**config.mk**
```make
export PLATFORM = sky130hd
export DESIGN_NAME = timer_pair_with_serial_shift
export DESIGN_NICKNAME = d
export VERILOG_FILES = /design/src/sv/tpss_pkg.sv /design/src/sv/timer_pair_with_serial_shift.sv
export SDC_FILE = /design/constraint.sdc
export NUM_CORES = 1
export LEC_CHECK = 0
export ABC_AREA = 0
export BUFFER_PORTS_ARGS = -buffer_cell sky130_fd_sc_hd__buf_2
export CAP_MARGIN = 20
export CORE_MARGIN = 8
export CORE_UTILIZATION = 53
export DETAILED_ROUTE_END_ITERATION = 16
export PLACE_DENSITY = 0.75
export SYNTH_ARGS = -nofsm -noshare
export SYNTH_HDL_FRONTEND = slang
export SYNTH_SLANG_ARGS = --single-unit
```
**constraint.sdc**
```tcl
create_clock -name i_clk -period 2.2 [get_ports i_clk]
set_input_delay 0.11 -clock i_clk [delete_from_list [all_inputs] [get_ports i_clk]]
set_output_delay 0.11 -clock i_clk [all_outputs]
set_load 0.01 [all_outputs]
```
**src/sv/tpss_pkg.sv**
```systemverilog
// Package for the timer pair with serial shift block.
// Holds operation and register select codes, config indexes and the counter helper.
// No dependencies.
package tpss_pkg;

    typedef enum logic [1:0] {
        OP_TICK  = 2'd0,
        OP_WRITE = 2'd1,
        OP_READ  = 2'd2
    } t_op;

    localparam logic [2:0] SEL_TL0    = 3'd0;
    localparam logic [2:0] SEL_TH0    = 3'd1;
    localparam logic [2:0] SEL_TL1    = 3'd2;
    localparam logic [2:0] SEL_TH1    = 3'd3;
    localparam logic [2:0] SEL_TCON   = 3'd4;
    localparam logic [2:0] SEL_SBUF   = 3'd5;
    localparam logic [2:0] SEL_STATUS = 3'd6;

    localparam logic [1:0] CFG_TIMER_MODE = 2'd0;
    localparam logic [1:0] CFG_SHIFT_MODE = 2'd1;
    localparam logic [1:0] CFG_IRQ_ENABLE = 2'd2;
    localparam logic [1:0] CFG_BIT_COUNT  = 2'd3;

    localparam logic [1:0] MODE_13BIT  = 2'd0;
    localparam logic [1:0] MODE_16BIT  = 2'd1;
    localparam logic [1:0] MODE_RELOAD = 2'd2;
    localparam logic [1:0] MODE_SPLIT  = 2'd3;

    // TCON bit positions
    localparam int TCON_TR0 = 4;
    localparam int TCON_TF0 = 5;
    localparam int TCON_TR1 = 6;
    localparam int TCON_TF1 = 7;

    localparam logic [3:0] MAX_TX_BITS = 4'd8;

    typedef struct packed {
        logic [7:0] lo;
        logic [7:0] hi;
        logic       ovf;
    } t_pair;

    // One count step of a low/high pair in modes 0..2; split mode holds.
    function automatic t_pair count_pair(logic [1:0] mode, logic [7:0] lo, logic [7:0] hi);
        t_pair      r;
        logic [5:0] v5;
        logic [8:0] v8;
        logic [8:0] h8;
        r.lo  = lo;
        r.hi  = hi;
        r.ovf = 1'b0;
        h8    = {1'b0, hi} + 9'd1;
        unique case (mode)
            MODE_13BIT: begin
                v5   = {1'b0, lo[4:0]} + 6'd1;
                r.lo = {lo[7:5], v5[4:0]};
                if (v5[5]) begin
                    r.hi  = h8[7:0];
                    r.ovf = h8[8];
                end
            end
            MODE_16BIT: begin
                v8   = {1'b0, lo} + 9'd1;
                r.lo = v8[7:0];
                if (v8[8]) begin
                    r.hi  = h8[7:0];
                    r.ovf = h8[8];
                end
            end
            MODE_RELOAD: begin
                v8 = {1'b0, lo} + 9'd1;
                if (v8[8]) begin
                    r.lo  = hi;
                    r.ovf = 1'b1;
                end else begin
                    r.lo = v8[7:0];
                end
            end
            default: begin
            end
        endcase
        return r;
    endfunction

endpackage

```
**src/sv/timer_pair_with_serial_shift.sv**
```systemverilog
// Top level: two 8051-style timers and a serial transmit shifter.
// Depends on tpss_pkg for codes and the counter step function.
//
// Result: the output register loads an item's result at the edge that accepts it.
// Throughput: 1 item per cycle; the state update and the result register load
//   in the same edge, so only a stalled, full output register holds the input.
// Reset: synchronous, active low; timers, TCON, shifter and flags clear,
//   the pin level goes high, r_bit_count returns to 8, the output goes empty.
module timer_pair_with_serial_shift (
    input  logic       i_clk,
    input  logic       i_rst_n,
    // item input
    input  logic       i_in_valid,
    output logic       o_in_stall,
    input  logic [1:0] i_in_op,
    input  logic [2:0] i_in_reg_sel,
    input  logic [7:0] i_in_write_data,
    // result output
    output logic       o_out_valid,
    input  logic       i_out_stall,
    output logic [7:0] o_out_read_data,
    output logic       o_out_txd_level,
    output logic       o_out_overflow0,
    output logic       o_out_overflow1,
    output logic       o_out_tx_done,
    output logic       o_out_serial_irq,
    // configuration writes
    input  logic       i_cfg_valid,
    output logic       o_cfg_ready,
    input  logic [1:0] i_cfg_index,
    input  logic [7:0] i_cfg_data
);
    import tpss_pkg::*;

    // configuration registers
    logic [7:0] r_timer_mode;
    logic       r_shift_mode;
    logic       r_irq_enable;
    logic [3:0] r_bit_count;

    // block state
    logic [7:0] r_tl0, r_th0, r_tl1, r_th1;
    logic [7:0] r_tcon;
    logic [7:0] r_sbuf;
    logic [3:0] r_bits_left;
    logic       r_pin;
    logic       r_tx_flag;
    logic       r_irq;

    logic [7:0] n_tl0, n_th0, n_tl1, n_th1;
    logic [7:0] n_tcon;
    logic [7:0] n_sbuf;
    logic [3:0] n_bits_left;
    logic       n_pin;
    logic       n_tx_flag;
    logic       n_irq;
    logic [7:0] n_read_data;

    // output register
    logic       r_out_valid;
    logic [7:0] r_out_read_data;
    logic       r_out_txd, r_out_ovf0, r_out_ovf1, r_out_tx_done, r_out_irq;

    logic       in_accept;
    logic [3:0] nib0, nib1;
    logic [1:0] mode0, mode1;
    logic       split, run0, run1;
    t_pair      pair0, pair1;
    logic [3:0] bits_dec;
    t_op        op;

    // Input waits only while a result sits in the output register and is stalled.
    assign o_in_stall  = r_out_valid & i_out_stall;
    assign in_accept   = i_in_valid & ~o_in_stall;
    assign o_cfg_ready = 1'b1;

    assign nib0  = r_timer_mode[3:0];
    assign nib1  = r_timer_mode[7:4];
    assign mode0 = nib0[1:0];
    assign mode1 = nib1[1:0];
    assign split = (mode0 == MODE_SPLIT);
    // counter-select and gate both clear, run bit set
    assign run0  = (nib0[3:2] == 2'b00) & r_tcon[TCON_TR0];
    assign run1  = (nib1[3:2] == 2'b00) & r_tcon[TCON_TR1];
    assign pair0 = count_pair(mode0, r_tl0, r_th0);
    assign pair1 = count_pair(mode1, r_tl1, r_th1);
    assign bits_dec = r_bits_left - 4'd1;
    assign op    = t_op'(i_in_op);

    always_comb begin
        n_tl0       = r_tl0;
        n_th0       = r_th0;
        n_tl1       = r_tl1;
        n_th1       = r_th1;
        n_tcon      = r_tcon;
        n_sbuf      = r_sbuf;
        n_bits_left = r_bits_left;
        n_pin       = r_pin;
        n_tx_flag   = r_tx_flag;
        n_irq       = r_irq;
        n_read_data = 8'd0;

        unique case (op)
            OP_TICK: begin
                if (split) begin
                    // TL0 under timer 0 control, TH0 borrows timer 1 control
                    if (run0) begin
                        if (r_tl0 == 8'hff) n_tcon[TCON_TF0] = 1'b1;
                        n_tl0 = r_tl0 + 8'd1;
                    end
                    if (run1) begin
                        if (r_th0 == 8'hff) n_tcon[TCON_TF1] = 1'b1;
                        n_th0 = r_th0 + 8'd1;
                    end
                end else if (run0) begin
                    n_tl0 = pair0.lo;
                    n_th0 = pair0.hi;
                    if (pair0.ovf) n_tcon[TCON_TF0] = 1'b1;
                end

                if (run1) begin
                    n_tl1 = pair1.lo;
                    n_th1 = pair1.hi;
                    if (pair1.ovf && !split) n_tcon[TCON_TF1] = 1'b1;
                    // a set TF1 shifts out the next transmit bit, MSB first, and is consumed
                    if (n_tcon[TCON_TF1] && r_shift_mode) begin
                        if (r_bits_left != 4'd0) begin
                            n_bits_left = bits_dec;
                            n_pin       = r_sbuf[bits_dec[2:0]];
                            if (bits_dec == 4'd0) begin
                                n_tx_flag = 1'b1;
                                if (r_irq_enable) n_irq = 1'b1;
                            end
                        end
                        n_tcon[TCON_TF1] = 1'b0;
                    end
                end
            end
            OP_WRITE: begin
                unique case (i_in_reg_sel)
                    SEL_TL0:  n_tl0  = i_in_write_data;
                    SEL_TH0:  n_th0  = i_in_write_data;
                    SEL_TL1:  n_tl1  = i_in_write_data;
                    SEL_TH1:  n_th1  = i_in_write_data;
                    SEL_TCON: n_tcon = i_in_write_data;
                    SEL_SBUF: begin
                        // restarts any shift in progress
                        n_sbuf      = i_in_write_data;
                        n_bits_left = (r_bit_count > MAX_TX_BITS) ? MAX_TX_BITS : r_bit_count;
                    end
                    SEL_STATUS: begin
                        n_tx_flag = i_in_write_data[1];
                        n_irq     = i_in_write_data[0];
                    end
                    default: begin
                    end
                endcase
            end
            OP_READ: begin
                unique case (i_in_reg_sel)
                    SEL_TL0:    n_read_data = r_tl0;
                    SEL_TH0:    n_read_data = r_th0;
                    SEL_TL1:    n_read_data = r_tl1;
                    SEL_TH1:    n_read_data = r_th1;
                    SEL_TCON:   n_read_data = r_tcon;
                    SEL_SBUF:   n_read_data = r_sbuf;
                    SEL_STATUS: n_read_data = {6'd0, r_tx_flag, r_irq};
                    default:    n_read_data = 8'd0;
                endcase
            end
            default: begin
                // unused op code: no change
            end
        endcase
    end

    // configuration
    always_ff @(posedge i_clk) begin
        if (!i_rst_n) begin
            r_timer_mode <= 8'd0;
            r_shift_mode <= 1'b0;
            r_irq_enable <= 1'b0;
            r_bit_count  <= MAX_TX_BITS;
        end else if (i_cfg_valid && o_cfg_ready) begin
            unique case (i_cfg_index)
                CFG_TIMER_MODE: r_timer_mode <= i_cfg_data;
                CFG_SHIFT_MODE: r_shift_mode <= i_cfg_data[0];
                CFG_IRQ_ENABLE: r_irq_enable <= i_cfg_data[0];
                CFG_BIT_COUNT:  r_bit_count  <= i_cfg_data[3:0];
                default: begin
                end
            endcase
        end
    end

    // block state
    always_ff @(posedge i_clk) begin
        if (!i_rst_n) begin
            r_tl0       <= 8'd0;
            r_th0       <= 8'd0;
            r_tl1       <= 8'd0;
            r_th1       <= 8'd0;
            r_tcon      <= 8'd0;
            r_sbuf      <= 8'd0;
            r_bits_left <= 4'd0;
            r_pin       <= 1'b1;
            r_tx_flag   <= 1'b0;
            r_irq       <= 1'b0;
        end else if (in_accept) begin
            r_tl0       <= n_tl0;
            r_th0       <= n_th0;
            r_tl1       <= n_tl1;
            r_th1       <= n_th1;
            r_tcon      <= n_tcon;
            r_sbuf      <= n_sbuf;
            r_bits_left <= n_bits_left;
            r_pin       <= n_pin;
            r_tx_flag   <= n_tx_flag;
            r_irq       <= n_irq;
        end
    end

    // output register: valid flag
    always_ff @(posedge i_clk) begin
        if (!i_rst_n) begin
            r_out_valid <= 1'b0;
        end else if (in_accept) begin
            r_out_valid <= 1'b1;
        end else if (!i_out_stall) begin
            r_out_valid <= 1'b0;
        end
    end

    // output register: payload, flags taken after the item's update
    always_ff @(posedge i_clk) begin
        if (in_accept) begin
            r_out_read_data <= n_read_data;
            r_out_txd       <= n_pin;
            r_out_ovf0      <= n_tcon[TCON_TF0];
            r_out_ovf1      <= n_tcon[TCON_TF1];
            r_out_tx_done   <= n_tx_flag;
            r_out_irq       <= n_irq;
        end
    end

    assign o_out_valid      = r_out_valid;
    assign o_out_read_data  = r_out_read_data;
    assign o_out_txd_level  = r_out_txd;
    assign o_out_overflow0  = r_out_ovf0;
    assign o_out_overflow1  = r_out_ovf1;
    assign o_out_tx_done    = r_out_tx_done;
    assign o_out_serial_irq = r_out_irq;

endmodule

```
==> impl_results.md <==
* Outcome: finished, final reports clean
* Min Tclk post-route at 2.15 ns
* Max_slew headroom at about half
* CTS clock-pin slew for the worst setup and hold paths at ~0.08 ns
* Finished Core Util at roughly 64%
* Most common cell after layout, fill and taps aside: nor2_1
* CTS root buf: clkbuf_8
* Layout cells sized above 1 at between 20% and 30%
* DRC errors left at 0
* Fillers at between 800 and 900
* Post-Syn Instances at 659
* Fin. max-slew vios at 0
* PwrDens at 484 nW/um^2
* Syn avg cell area at just over 8 sq um
* Netlist Area Pre-Place at ~5500 sq um
* Die X at roughly 120 um
* I/O Pins at 44
* Die ar. at around 14,000 sq um
* First-pass GRT wire length at ~29 mm
* Ant diodes at 0
* Later-pin clock latency in the skew report at between 0.3 and 0.4 ns
* FP Rows at 37
* Largest net degree at the start of global routing at a little over 50
* Syn Nets at 701
* Worst vdd ir at 282 uV
* Worst Hold Class: in2reg
* Global route total overflow at 0
* Crit end category: register
* Post-synthesis sequential area ratio at between 30% and 40%
* Hold_ws at ~0.017 ns
* Die height at 118 um
* CTS tree: built
* Core Area at about 10,000 sq um
* CP arrival at 2.39 ns
* Avg WL per Cell at 20.5 um
* DP Worst Slack at -0.0191 ns
* Pre-Repair DR Iteration Count at 7
* CTS buffer count at 9
* Layout area overhead at 19.4%
* Clock Tree Buf Depth at 2
* Distinct cells, synth at 70
* Number of buffers added on ports at 42
* Synth warnings at 0
* Post-synth EDFFs at 13
* LEAKAGE at ~2.6 nW
* Most frequent cells in the layout: nor2_1, dfxtp_1, buf_4
* Async set-reset flop share out of synthesis at 0%
* Nets@finish at ~780
* Initial Util at 53.8%
* Post-route setup slack at approximately 0.047 ns
* Max Clock Skew at between 0.007 and 0.008 ns
* Final TNS setup at 0 ns
* Total power draw at about 3.2 mW
* All-Layer GR Usage at roughly 25%
* Worst Tran Pin Value at around 0.72 ns
* Number of vias per cell at 6.52
* Vias at 5,747
* Fin crit share at between 90% and 100%
* Yosys reg bits at 83
* Vias in the first global route at approximately 5.5k
* Final setup fails at 0
* Worst EP required at 2.44 ns
* Maxcap violations at 0
* CP Launch Type: register
* DRT antenna net count at 0
* Detail Placement HPWL at 13.5 mm
* Crit Path Max Fanout at 8
* Achievable frequency at between 400 and 500 MHz
* DR iter-0 viols at around 660
* Worst Setup Path Type: reg2reg
* Clk sinks at 83
* Initial antenna violation count at 0
* Main synth FF type: dfxtp_1
* RD Place Congestion at roughly 0.96
* Total Wirelength at 18.1 mm
* Final hold vios at 0
* H-tree levels at 3
==> critical path: stages (launching register included) <==
cell	delay, ns
dfxtp_1	0.44
ha_1	0.22
nand3_1	0.18
buf_4	0.22
o21ai_0	0.49
a21boi_0	0.20
o221ai_1	0.20
a21oi_1	0.09
==> synth_stat cells (all sizes together) (9+ instances only) <==
library cell	instances	area share, %
nor3	18	1.6
a31oi	9	1.0
a211oi	15	2.1
mux2	12	2.5
o21ai	31	2.8
mux2i	39	7.1
inv	23	1.6
edfxtp	13	7.1
nand3	15	1.4
clkbuf	32	2.2
dfxtp	70	26
o32ai	9	1.4
buf	11	0.91
nand2	51	3.5
ha	14	3.2
a21oi	39	3.6
nor2	80	5.5
==> cell families after synthesis <==
logic type                 after synthesis  share of synthesized area, %
adders and majority gates               14                          3.20
buffers and inverters                   66                          4.68
xor gates and xnor gates                 9                          1.44
and+or+nand+nor                        237                          21.5
AOI/OAI and AO/OA                      193                          24.7
other                                    1                        0.0685
DFF                                     83                          32.7
muxes                                   56                          11.7
==> metal layers <==
metal / global-route usage [%] / up-vias / wire (um)
li1: - / 2635 / -
met1: 31.4 / 2682 / 7030
met2: 40.7 / 370 / 8410
met3: 4.70 / 60 / 1900
met4: 13.4 / 0 / 727
met5: 0 / - / 0
==> final timing paths <==
check                         to            from  depth (start not counted)  slack, ns
hold / removal    r_bit_count[1]   i_cfg_data[1]                          3       0.02
hold reg to reg   r_bits_left[3]  r_bits_left[3]                          2       0.50
setup / recovery        r_tl1[1]        r_tl1[1]                          7       0.05
setup reg to reg        r_tl1[1]        r_tl1[1]                          7       0.05
==> state kept, by name (all words and copies together) (netlist names), 4 cells and up <==
| signal | count |
|---|---|
| r_timer_mode | 8 |
| o_out_read_data | 8 |
| r_tl1 | 8 |
| r_th0 | 8 |
| r_bits_left | 4 |
| r_bit_count | 4 |
| r_sbuf | 8 |
| r_tl0 | 8 |
| r_tcon | 8 |
| r_th1 | 8 |
==> report_power, final <==
group	leakage (nW)	internal [mW]	switching, mW	total [mW]
Combinational	1.79	0.161	0.272	0.433
Sequential	0.696	1.57	0.0224	1.59
Clock	0.101	0.588	0.557	1.14
Total	2.59	2.32	0.851	3.17
==> cell type report <==
type                            count  area, sq um  area share [%]
Clock inverter                      2         35.0           0.536
Inverter                           23         86.3            1.32
Multi-Input combinational cell    510         3520            53.8
Timing Repair Buffer              113          771            11.8
Clock buffer                       14          163            2.49
Tap cell                          136          170            2.60
Sequential cell                    83         1800            27.5
==> metrics by stage <==
step / instance area [sq um] / cells
finish: 6540 / 881
global placement: 6210 / 859
floorplan: 5490 / 659
detailed placement: 6210 / 859
global route: 6540 / 881
CTS: 6490 / 881
==> what timing repair did <==
item,4_1_cts,5_1_grt
pin swaps,0,0
hold buffers,6,0
resized for setup,4,18
hold endpoints to repair,7,0
buffers inserted,0,0
endpoints found under the setup margin,4,19
Note: power is estimated with default switching activity, not from simulation.
